`src/plist_pkg.sv`:
```
package plist_pkg;

    localparam int OPCODE_W = 3;
    localparam int POS_W    = 6;
    localparam int DATA_W   = 32;
    localparam int COUNT_W  = 7;
    localparam int STATUS_W = 2;

    typedef logic [OPCODE_W-1:0] opcode_t;
    typedef logic [STATUS_W-1:0] status_t;
    typedef logic [DATA_W-1:0]   word_t;

    // operation codes
    localparam opcode_t OP_APPEND   = 3'd0;
    localparam opcode_t OP_INSERT   = 3'd1;
    localparam opcode_t OP_POP_LAST = 3'd2;
    localparam opcode_t OP_POP_AT   = 3'd3;
    localparam opcode_t OP_READ     = 3'd4;
    localparam opcode_t OP_SIZE     = 3'd5;
    localparam opcode_t OP_CLEAR    = 3'd6;
    localparam opcode_t OP_SORT     = 3'd7;

    // status codes
    localparam status_t ST_OK    = 2'd0;
    localparam status_t ST_RANGE = 2'd1;
    localparam status_t ST_EMPTY = 2'd2;
    localparam status_t ST_FULL  = 2'd3;

endpackage

```
`src/positional_list_engine_with_sort_unit.sv`:
```
// Append, size, clear and every refused request go straight to the done state; read and remove
// last first wait for one memory read; insert at p shifts the entries from p upward, remove at p
// shifts the entries after p downward, and sort runs an insertion sort over the list. The engine
// takes one transaction at a time, set by the single read and write port of the list memory that
// every shift and sort step walks; a result waits in the response register while the next
// transaction is taken. Reset clears the entry count and control state only.
module positional_list_engine_with_sort_unit #(
    parameter int DEPTH = 64
) (
    input  logic                                 clk,
    input  logic                                 rst_n,
    input  logic                                 cmd_valid,
    output logic                                 cmd_stall,
    input  logic        [plist_pkg::OPCODE_W-1:0] opcode,
    input  logic        [plist_pkg::POS_W-1:0]    position,
    input  logic signed [plist_pkg::DATA_W-1:0]   value,
    output logic                                 rsp_valid,
    input  logic                                 rsp_stall,
    output logic signed [plist_pkg::DATA_W-1:0]   data,
    output logic        [plist_pkg::COUNT_W-1:0]  count,
    output logic        [plist_pkg::STATUS_W-1:0] status
);

    import plist_pkg::*;

    // CW holds 0..DEPTH, AW addresses the memory, PW is wide enough to compare
    // a position against the entry count without losing bits.
    localparam int CW = $clog2(DEPTH + 1);
    localparam int AW = (DEPTH > 1) ? $clog2(DEPTH) : 1;
    localparam int PW = (CW > POS_W) ? CW : POS_W;

    typedef enum logic [3:0] {
        S_IDLE,
        S_INS_WR,   // shift entries up by one, one per cycle, from the end down
        S_INS_PUT,  // drop the new value into the freed slot
        S_POP_WAIT, // collect the last entry
        S_AT_WAIT,  // collect the addressed entry
        S_DEL_WR,   // shift entries down by one, one per cycle
        S_SK_WAIT,  // sort: collect the key
        S_SCMP,     // sort: compare key with left neighbour, shift or settle
        S_SPUT,     // sort: key reached the head of the list
        S_DONE      // hand the result to the response register
    } state_t;

    // List memory: one write port and one registered read port.
    word_t             store_reg [DEPTH];
    word_t             rd_data_reg;
    logic              mem_we;
    logic [AW-1:0]     mem_waddr;
    word_t             mem_wdata;
    logic              mem_re;
    logic [AW-1:0]     mem_raddr;

    state_t            state_reg,      state_next;
    logic [CW-1:0]     ent_cnt_reg,    ent_cnt_next;
    logic [CW-1:0]     idx_reg,        idx_next;
    logic [CW-1:0]     pos_reg,        pos_next;
    logic [CW-1:0]     j_reg,          j_next;
    word_t             val_reg,        val_next;
    word_t             key_reg,        key_next;
    opcode_t           op_reg,         op_next;
    word_t             res_data_reg,   res_data_next;
    status_t           res_status_reg, res_status_next;
    logic              rsp_valid_reg,  rsp_valid_next;
    word_t             data_reg,       data_next;
    logic [COUNT_W-1:0] count_reg,     count_next;
    status_t           status_reg,     status_next;

    logic [CW-1:0]     cnt_inc;
    logic [CW-1:0]     cnt_dec;
    logic [CW-1:0]     idx_inc;
    logic [CW-1:0]     idx_inc2;
    logic [CW-1:0]     idx_dec;
    logic [CW-1:0]     idx_dec2;
    logic [CW-1:0]     j_dec;
    logic [CW-1:0]     j_dec2;
    logic [CW-1:0]     pos_inc;
    logic [CW-1:0]     pos_ext;
    logic [PW-1:0]     pos_wide;
    logic [PW-1:0]     cnt_wide;
    logic              is_full;
    logic              is_empty;
    logic              pos_past_end;
    logic              key_less;

    assign cnt_inc      = ent_cnt_reg + CW'(1);
    assign cnt_dec      = ent_cnt_reg - CW'(1);
    assign idx_inc      = idx_reg + CW'(1);
    assign idx_inc2     = idx_reg + CW'(2);
    assign idx_dec      = idx_reg - CW'(1);
    assign idx_dec2     = idx_reg - CW'(2);
    assign j_dec        = j_reg - CW'(1);
    assign j_dec2       = j_reg - CW'(2);
    assign pos_inc      = pos_reg + CW'(1);
    assign pos_ext      = CW'(position);
    assign pos_wide     = PW'(position);
    assign cnt_wide     = PW'(ent_cnt_reg);
    assign is_full      = (ent_cnt_reg == CW'(DEPTH));
    assign is_empty     = (ent_cnt_reg == '0);
    assign pos_past_end = (pos_wide >= cnt_wide);
    assign key_less     = ($signed(key_reg) < $signed(rd_data_reg));

    // A read never addresses the entry written in the same cycle, and the
    // entry read always lies outside the part already rewritten, so the walk
    // needs no forwarding.
    always_ff @(posedge clk)
    begin
        if (mem_we)
        begin
            store_reg[mem_waddr] <= mem_wdata;
        end
        if (mem_re)
        begin
            rd_data_reg <= store_reg[mem_raddr];
        end
    end

    always_comb
    begin
        state_next      = state_reg;
        ent_cnt_next    = ent_cnt_reg;
        idx_next        = idx_reg;
        pos_next        = pos_reg;
        j_next          = j_reg;
        val_next        = val_reg;
        key_next        = key_reg;
        op_next         = op_reg;
        res_data_next   = res_data_reg;
        res_status_next = res_status_reg;
        rsp_valid_next  = rsp_valid_reg & rsp_stall;
        data_next       = data_reg;
        count_next      = count_reg;
        status_next     = status_reg;
        mem_we          = 1'b0;
        mem_waddr       = '0;
        mem_wdata       = '0;
        mem_re          = 1'b0;
        mem_raddr       = '0;

        case (state_reg)
            S_IDLE:
            begin
                if (cmd_valid)
                begin
                    res_data_next   = '0;
                    res_status_next = ST_OK;
                    op_next         = opcode;
                    state_next      = S_DONE;
                    case (opcode)
                        OP_APPEND, OP_INSERT:
                        begin
                            if (is_full)
                            begin
                                res_status_next = ST_FULL;
                            end
                            else if (opcode == OP_APPEND || pos_past_end)
                            begin
                                // write straight to the tail
                                mem_we       = 1'b1;
                                mem_waddr    = ent_cnt_reg[AW-1:0];
                                mem_wdata    = value;
                                ent_cnt_next = cnt_inc;
                            end
                            else
                            begin
                                idx_next   = ent_cnt_reg;
                                pos_next   = pos_ext;
                                val_next   = value;
                                mem_re     = 1'b1;
                                mem_raddr  = cnt_dec[AW-1:0];
                                state_next = S_INS_WR;
                            end
                        end
                        OP_POP_LAST:
                        begin
                            if (is_empty)
                            begin
                                res_status_next = ST_EMPTY;
                            end
                            else
                            begin
                                mem_re       = 1'b1;
                                mem_raddr    = cnt_dec[AW-1:0];
                                ent_cnt_next = cnt_dec;
                                state_next   = S_POP_WAIT;
                            end
                        end
                        OP_POP_AT, OP_READ:
                        begin
                            if (is_empty)
                            begin
                                res_status_next = ST_EMPTY;
                            end
                            else if (pos_past_end)
                            begin
                                res_status_next = ST_RANGE;
                            end
                            else
                            begin
                                pos_next   = pos_ext;
                                mem_re     = 1'b1;
                                mem_raddr  = pos_ext[AW-1:0];
                                state_next = S_AT_WAIT;
                            end
                        end
                        OP_SIZE:
                        begin
                            if (is_empty)
                            begin
                                res_status_next = ST_EMPTY;
                            end
                        end
                        OP_CLEAR:
                        begin
                            ent_cnt_next = '0;
                        end
                        OP_SORT:
                        begin
                            if (is_empty)
                            begin
                                res_status_next = ST_EMPTY;
                            end
                            else if (ent_cnt_reg > CW'(1))
                            begin
                                idx_next   = CW'(1);
                                mem_re     = 1'b1;
                                mem_raddr  = AW'(1);
                                state_next = S_SK_WAIT;
                            end
                        end
                        default:
                        begin
                            res_status_next = ST_OK;
                        end
                    endcase
                end
            end

            S_INS_WR:
            begin
                mem_we    = 1'b1;
                mem_waddr = idx_reg[AW-1:0];
                mem_wdata = rd_data_reg;
                idx_next  = idx_dec;
                if (idx_dec == pos_reg)
                begin
                    state_next = S_INS_PUT;
                end
                else
                begin
                    mem_re    = 1'b1;
                    mem_raddr = idx_dec2[AW-1:0];
                end
            end

            S_INS_PUT:
            begin
                mem_we       = 1'b1;
                mem_waddr    = pos_reg[AW-1:0];
                mem_wdata    = val_reg;
                ent_cnt_next = cnt_inc;
                state_next   = S_DONE;
            end

            S_POP_WAIT:
            begin
                res_data_next = rd_data_reg;
                state_next    = S_DONE;
            end

            S_AT_WAIT:
            begin
                res_data_next = rd_data_reg;
                if (op_reg == OP_READ)
                begin
                    state_next = S_DONE;
                end
                else if (pos_inc < ent_cnt_reg)
                begin
                    idx_next   = pos_reg;
                    mem_re     = 1'b1;
                    mem_raddr  = pos_inc[AW-1:0];
                    state_next = S_DEL_WR;
                end
                else
                begin
                    ent_cnt_next = cnt_dec;
                    state_next   = S_DONE;
                end
            end

            S_DEL_WR:
            begin
                mem_we    = 1'b1;
                mem_waddr = idx_reg[AW-1:0];
                mem_wdata = rd_data_reg;
                idx_next  = idx_inc;
                if (idx_inc2 < ent_cnt_reg)
                begin
                    mem_re    = 1'b1;
                    mem_raddr = idx_inc2[AW-1:0];
                end
                else
                begin
                    ent_cnt_next = cnt_dec;
                    state_next   = S_DONE;
                end
            end

            S_SK_WAIT:
            begin
                key_next   = rd_data_reg;
                j_next     = idx_reg;
                mem_re     = 1'b1;
                mem_raddr  = idx_dec[AW-1:0];
                state_next = S_SCMP;
            end

            S_SCMP:
            begin
                mem_we    = 1'b1;
                mem_waddr = j_reg[AW-1:0];
                if (key_less)
                begin
                    // move the larger neighbour right and keep walking left
                    mem_wdata = rd_data_reg;
                    j_next    = j_dec;
                    if (j_dec == '0)
                    begin
                        state_next = S_SPUT;
                    end
                    else
                    begin
                        mem_re    = 1'b1;
                        mem_raddr = j_dec2[AW-1:0];
                    end
                end
                else
                begin
                    // settle the key and fetch the next one
                    mem_wdata = key_reg;
                    idx_next  = idx_inc;
                    if (idx_inc < ent_cnt_reg)
                    begin
                        mem_re     = 1'b1;
                        mem_raddr  = idx_inc[AW-1:0];
                        state_next = S_SK_WAIT;
                    end
                    else
                    begin
                        state_next = S_DONE;
                    end
                end
            end

            S_SPUT:
            begin
                mem_we    = 1'b1;
                mem_waddr = '0;
                mem_wdata = key_reg;
                idx_next  = idx_inc;
                if (idx_inc < ent_cnt_reg)
                begin
                    mem_re     = 1'b1;
                    mem_raddr  = idx_inc[AW-1:0];
                    state_next = S_SK_WAIT;
                end
                else
                begin
                    state_next = S_DONE;
                end
            end

            S_DONE:
            begin
                // hold here until the response register is free
                if (!rsp_valid_reg || !rsp_stall)
                begin
                    rsp_valid_next = 1'b1;
                    data_next      = res_data_reg;
                    count_next     = COUNT_W'(ent_cnt_reg);
                    status_next    = res_status_reg;
                    state_next     = S_IDLE;
                end
            end

            default:
            begin
                state_next = S_IDLE;
            end
        endcase
    end

    always_ff @(posedge clk or negedge rst_n)
    begin
        if (!rst_n)
        begin
            state_reg      <= S_IDLE;
            ent_cnt_reg    <= '0;
            idx_reg        <= '0;
            pos_reg        <= '0;
            j_reg          <= '0;
            val_reg        <= '0;
            key_reg        <= '0;
            op_reg         <= OP_APPEND;
            res_data_reg   <= '0;
            res_status_reg <= ST_OK;
            rsp_valid_reg  <= 1'b0;
            data_reg       <= '0;
            count_reg      <= '0;
            status_reg     <= ST_OK;
        end
        else
        begin
            state_reg      <= state_next;
            ent_cnt_reg    <= ent_cnt_next;
            idx_reg        <= idx_next;
            pos_reg        <= pos_next;
            j_reg          <= j_next;
            val_reg        <= val_next;
            key_reg        <= key_next;
            op_reg         <= op_next;
            res_data_reg   <= res_data_next;
            res_status_reg <= res_status_next;
            rsp_valid_reg  <= rsp_valid_next;
            data_reg       <= data_next;
            count_reg      <= count_next;
            status_reg     <= status_next;
        end
    end

    // Take a new transaction only between operations; the response register
    // parts the two channels.
    assign cmd_stall = (state_reg != S_IDLE);
    assign rsp_valid = rsp_valid_reg;
    assign data      = data_reg;
    assign count     = count_reg;
    assign status    = status_reg;

endmodule

```
`config.mk`:
```
export PLATFORM = sky130hd
export DESIGN_NAME = positional_list_engine_with_sort_unit
export DESIGN_NICKNAME = d
export VERILOG_FILES = /design/src/plist_pkg.sv /design/src/positional_list_engine_with_sort_unit.sv
export SDC_FILE = /design/constraint.sdc
export NUM_CORES = 2
export LEC_CHECK = 0
export BUFFER_PORTS_ARGS = -buffer_cell sky130_fd_sc_hd__buf_2
export CAP_MARGIN = 15
export CORE_ASPECT_RATIO = 1.75
export CORE_MARGIN = 2
export CORE_UTILIZATION = 60
export CTS_CLUSTER_SIZE = 12
export DETAILED_ROUTE_END_ITERATION = 8
export GPL_TIMING_DRIVEN = 0
export PLACE_DENSITY_LB_ADDON = 0.05
export SYNTH_ARGS = -nofsm -noshare
export SYNTH_HDL_FRONTEND = slang
export SYNTH_SLANG_ARGS = --single-unit
```
`constraint.sdc`:
```
create_clock -name clk -period 6.3 [get_ports clk]
set_input_delay 0.315 -clock clk [delete_from_list [all_inputs] [get_ports clk]]
set_output_delay 0.315 -clock clk [all_outputs]
set_load 0.01 [all_outputs]
```
==> flow_metrics.py <==
metrics = {
    "run_status": {
        "status": "complete, no violations",
    },
    "drt": {
        "wl_per_cell_um": 34.72,
        "dr.pass1.iters": 6,
        "drtIter0Drc": 5125,
        "postRouteAntennaNets": 0,
        "wirelength_mm": 273.2,
        "vias": 52300,
        "via_per_inst": 6.648,
        "drc": 0,
    },
    "sta": {
        "finalSetupTns_ps": 0,
        "setup_viol": 0,
        "fin_crit_sh_pct": 99.77,
        "timing.slew.headroom_pct": 14.98,
        "post-route-min-period_ps": 6286,
        "finClkSkew_ps": 52.34,
        "rsz0062_at_grt": "no",
        "tightest_slew_ps": 1272,
        "final_max_slew_viol_count": 0,
        "clock.fmax_ghz": 0.1591,
        "hold_violations": 0,
    },
    "setup_path": {
        "slowest_delay_ps": 710,
        "r2r_start": "idx_reg[0]",
        "crit_top_cell": "buf_4",
        "regToRegSetupSlack_ps": 10,
        "endpoint_kind": "register",
        "critPathKind": "register to register",
        "critical_path.cell_chain": "buf_2 > inv_1 > ha_2 > ha_1 > a21boi_0 > o21ai_0 > a21oi_1 > a211oi_1 > o21ai_0 > buf_4 > nand2b_2 > o21ai_4 > buf_4 > clkbuf_2 > buf_8 > buf_4 > mux2i_1 > o22ai_1 > o41ai_4 > nand4_1",
        "r2r_end": "rd_data_reg[1]",
        "cpMaxStageDelayCell": "o41ai_4",
        "startpoint_type": "register",
        "rr_worst_depth": 20,
        "cp.arrival_ps": 6760,
        "cp_max_fo": 10,
        "required_ps": 6780,
    },
    "placed_design": {
        "dp_hpwl_mm": 193.2,
        "io_buffer_count": 87,
        "gp_congestion": 0.9579,
    },
    "floorplan": {
        "die_w_um": 296.5,
        "fp-row-count": 187,
        "start_util_pct": 60.47,
        "io_pins": 88,
        "core_um2": 148600,
        "die_area_um2": 153000,
        "die_h_um": 515.9,
    },
    "synthesis": {
        "synthCells": 5290,
        "avgSynthCellArea_um2": 16.98,
        "yosysWarningCount": 0,
        "synth_area_um2": 89840,
        "synth-async-reset-ratio_pct": 7.720,
        "synthesis.nets": 5402,
        "ys_ff_latch": 2254,
        "yosysSeqAreaShare_pct": 74.37,
        "netlist-cell-type-count": 86,
        "synth_edf_count": 2080,
        "synthFlopType": "edfxtp_1",
    },
    "grt": {
        "grt_overflow": 0,
        "grt_usage_pct": 35.91,
        "grt_max_degree": 102,
        "grt_pass1_wl_mm": 379.4,
        "antenna_found_initial": 15,
        "grt_pass1_vias": 52570,
    },
    "cts": {
        "insertion_delay_ps": 860,
        "numClockSinks": 2254,
        "cts_made_buffers": 208,
        "clk_pin_slew_worst_paths_ps": 70,
        "cts.path.max_buffers": 3,
        "cts_tree": "built",
        "ctsHtreeMaxLevel": 4,
        "cts-root-buf": "clkbuf_16",
    },
    "cells_and_area": {
        "largest_reg_flops": 2048,
        "fillers": 9612,
        "final_nets": 5944,
        "drive_gt1_share_pct": 17.41,
        "synthToLayoutAreaGrowth_pct": 15.51,
        "post-route-util_pct": 69.85,
    },
    "flow_run": {
        "maxCapViolCount": 0,
    },
    "power_and_ir_drop": {
        "ir_worst_vdd_mv": 0.3968,
        "powerDensity_nw_per_um2": 571.4,
        "p_leak_nw": 37.21,
    },
    "hold_path": {
        "hold_class": "primary input to asynchronous set/reset pin",
    },
}
[cell families after synthesis]
kind of cell / share of synthesized area (%)
AO/OA/AOI/OAI: 7.397
XOR/XNOR: 0.3468
adder cells (fa/ha/maj): 0.9331
buffers and inverters: 1.895
flip-flops: 74.37
multiplexers: 12.50
AND/OR/NAND/NOR: 2.557
[how the worst max path moves through the flow]
stage          cells past startpoint             from  slack (ps)               to
3_3_place_gp                      18       idx_reg[0]       -4040  rd_data_reg[16]
4_1_cts                           20       idx_reg[0]           3  rd_data_reg[29]
5_1_grt                           20       idx_reg[0]           8  rd_data_reg[31]
3_5_place_dp                      16      cnt_wide[0]       -1880   rd_data_reg[1]
2_1_floorplan                     10  rd_data_reg[14]        1520  store_reg[0][0]
6_report                          20       idx_reg[0]          10   rd_data_reg[1]
[stage by stage]
stage	instance area [um^2]	hold slack (ps)	std cells	total power [mW]	worst slack, ps
CTS	103500	15.44	7852	58.79	2.732
detailed placement	96560	333.5	7552	46.91	-1884
finish	103800	32.25	7867	59.29	14.37
global route	103800	63.73	7861	60.78	8.219
global placement	92760	453.3	7361	45.56	-4042
floorplan	89840	19.41	5290	35.57	1524
[metal layers]
metal | GRT usage, % | vias up | share of wire (%)
li1 | - | 22280 | -
met1 | 39.41 | 26690 | 33
met2 | 62.11 | 2512 | 51
met3 | 6.370 | 796 | 7.0
met4 | 26.43 | 18 | 8.7
met5 | 0 | - | 0.045
[placed cells by master (no fill, tap or decap), drive strengths merged, types with 5 or more instances in the layout]
| master | count |
|---|---|
| a2111oi | 6 |
| a211oi | 9 |
| a21boi | 7 |
| a21oi | 55 |
| a221oi | 6 |
| a222oi | 37 |
| a22o | 36 |
| a22oi | 7 |
| a31oi | 6 |
| and2 | 8 |
| and3 | 6 |
| and4 | 5 |
| buf | 476 |
| clkbuf | 363 |
| clkinv | 8 |
| dfrtp | 174 |
| diode | 7 |
| dlygate4sd3 | 44 |
| edfxtp | 2080 |
| ha | 67 |
| inv | 59 |
| mux2 | 72 |
| mux2i | 1041 |
| nand2 | 215 |
| nand2b | 20 |
| nand3 | 22 |
| nand4 | 45 |
| nor2 | 118 |
| nor2b | 10 |
| nor3 | 17 |
| o211ai | 21 |
| o21a | 5 |
| o21ai | 88 |
| o22ai | 517 |
| o31ai | 5 |
| o41ai | 128 |
| or3 | 7 |
| xnor2 | 25 |
| xor2 | 8 |
[cells in the mapped netlist (4+ instances only)]
cell type / n / area share, %
a2111oi_0: 5 / 0.049
a211oi_1: 7 / 0.058
a21boi_0: 6 / 0.050
a21o_1: 4 / 0.033
a21oi_1: 54 / 0.30
a221oi_1: 6 / 0.058
a222oi_1: 37 / 0.41
a22o_1: 36 / 0.35
a22oi_1: 7 / 0.058
a31oi_1: 6 / 0.042
and2_1: 4 / 0.028
and3_1: 6 / 0.042
and4_1: 5 / 0.049
buf_1: 13 / 0.054
buf_2: 155 / 0.86
buf_4: 19 / 0.16
buf_6: 7 / 0.088
clkbuf_1: 119 / 0.50
dfrtp_1: 174 / 4.8
edfxtp_1: 2080 / 70
ha_1: 67 / 0.93
inv_1: 56 / 0.23
mux2_2: 72 / 0.90
mux2i_1: 1041 / 12
nand2_1: 212 / 0.89
nand2b_1: 18 / 0.13
nand3_1: 22 / 0.12
nand4_1: 45 / 0.31
nor2_1: 115 / 0.48
nor2b_1: 10 / 0.070
nor3_1: 17 / 0.095
nor4_1: 4 / 0.028
o211ai_1: 20 / 0.17
o21a_1: 5 / 0.042
o21ai_0: 86 / 0.48
o22ai_1: 517 / 3.6
o31ai_1: 4 / 0.033
o41ai_1: 127 / 1.2
or3_1: 6 / 0.042
xnor2_1: 25 / 0.24
xor2_1: 8 / 0.078
[layout make-up]
class	count	area, um^2	share of cell area, %
diodes	7	17.52	0.01688
repair buffers	336	3825	3.686
clock buffers	238	5475	5.276
plain buffers	309	1653	1.593
clock inverters	16	192.7	0.1857
well taps	1984	2482	2.392
multi-input cells	2667	23090	22.25
flip-flops and latches	2254	66820	64.39
inverters	56	217.7	0.2098
[worst max-delay path: cells and delay by family, from the launching register on]
kind | cells | cell delay, ps
DFF | 1 | 500
buffers and inverters | 7 | 1760
muxes | 1 | 230
adders and majority gates | 2 | 720
and+or+nand+nor | 2 | 700
AOI/OAI and AO/OA | 8 | 1990
[repair_timing]
| item | 4_1_cts | 5_1_grt |
|---|---|---|
| setup endpoints to repair | 45 | 480 |
| gates resized for setup | 140 | 48 |
| setup buffers | 5 | 8 |
| hold buffers | 44 | 0 |
| pin swaps | 16 | 9 |
| hold endpoints to repair | 173 | 0 |
[where the power goes]
part	internal, mW	total [mW]	switching (mW)
logic	8.65	27.1	18.4
clock network	6.09	11.2	5.16
registers	20.2	21.0	0.769
(Power assumes the default switching activity.)
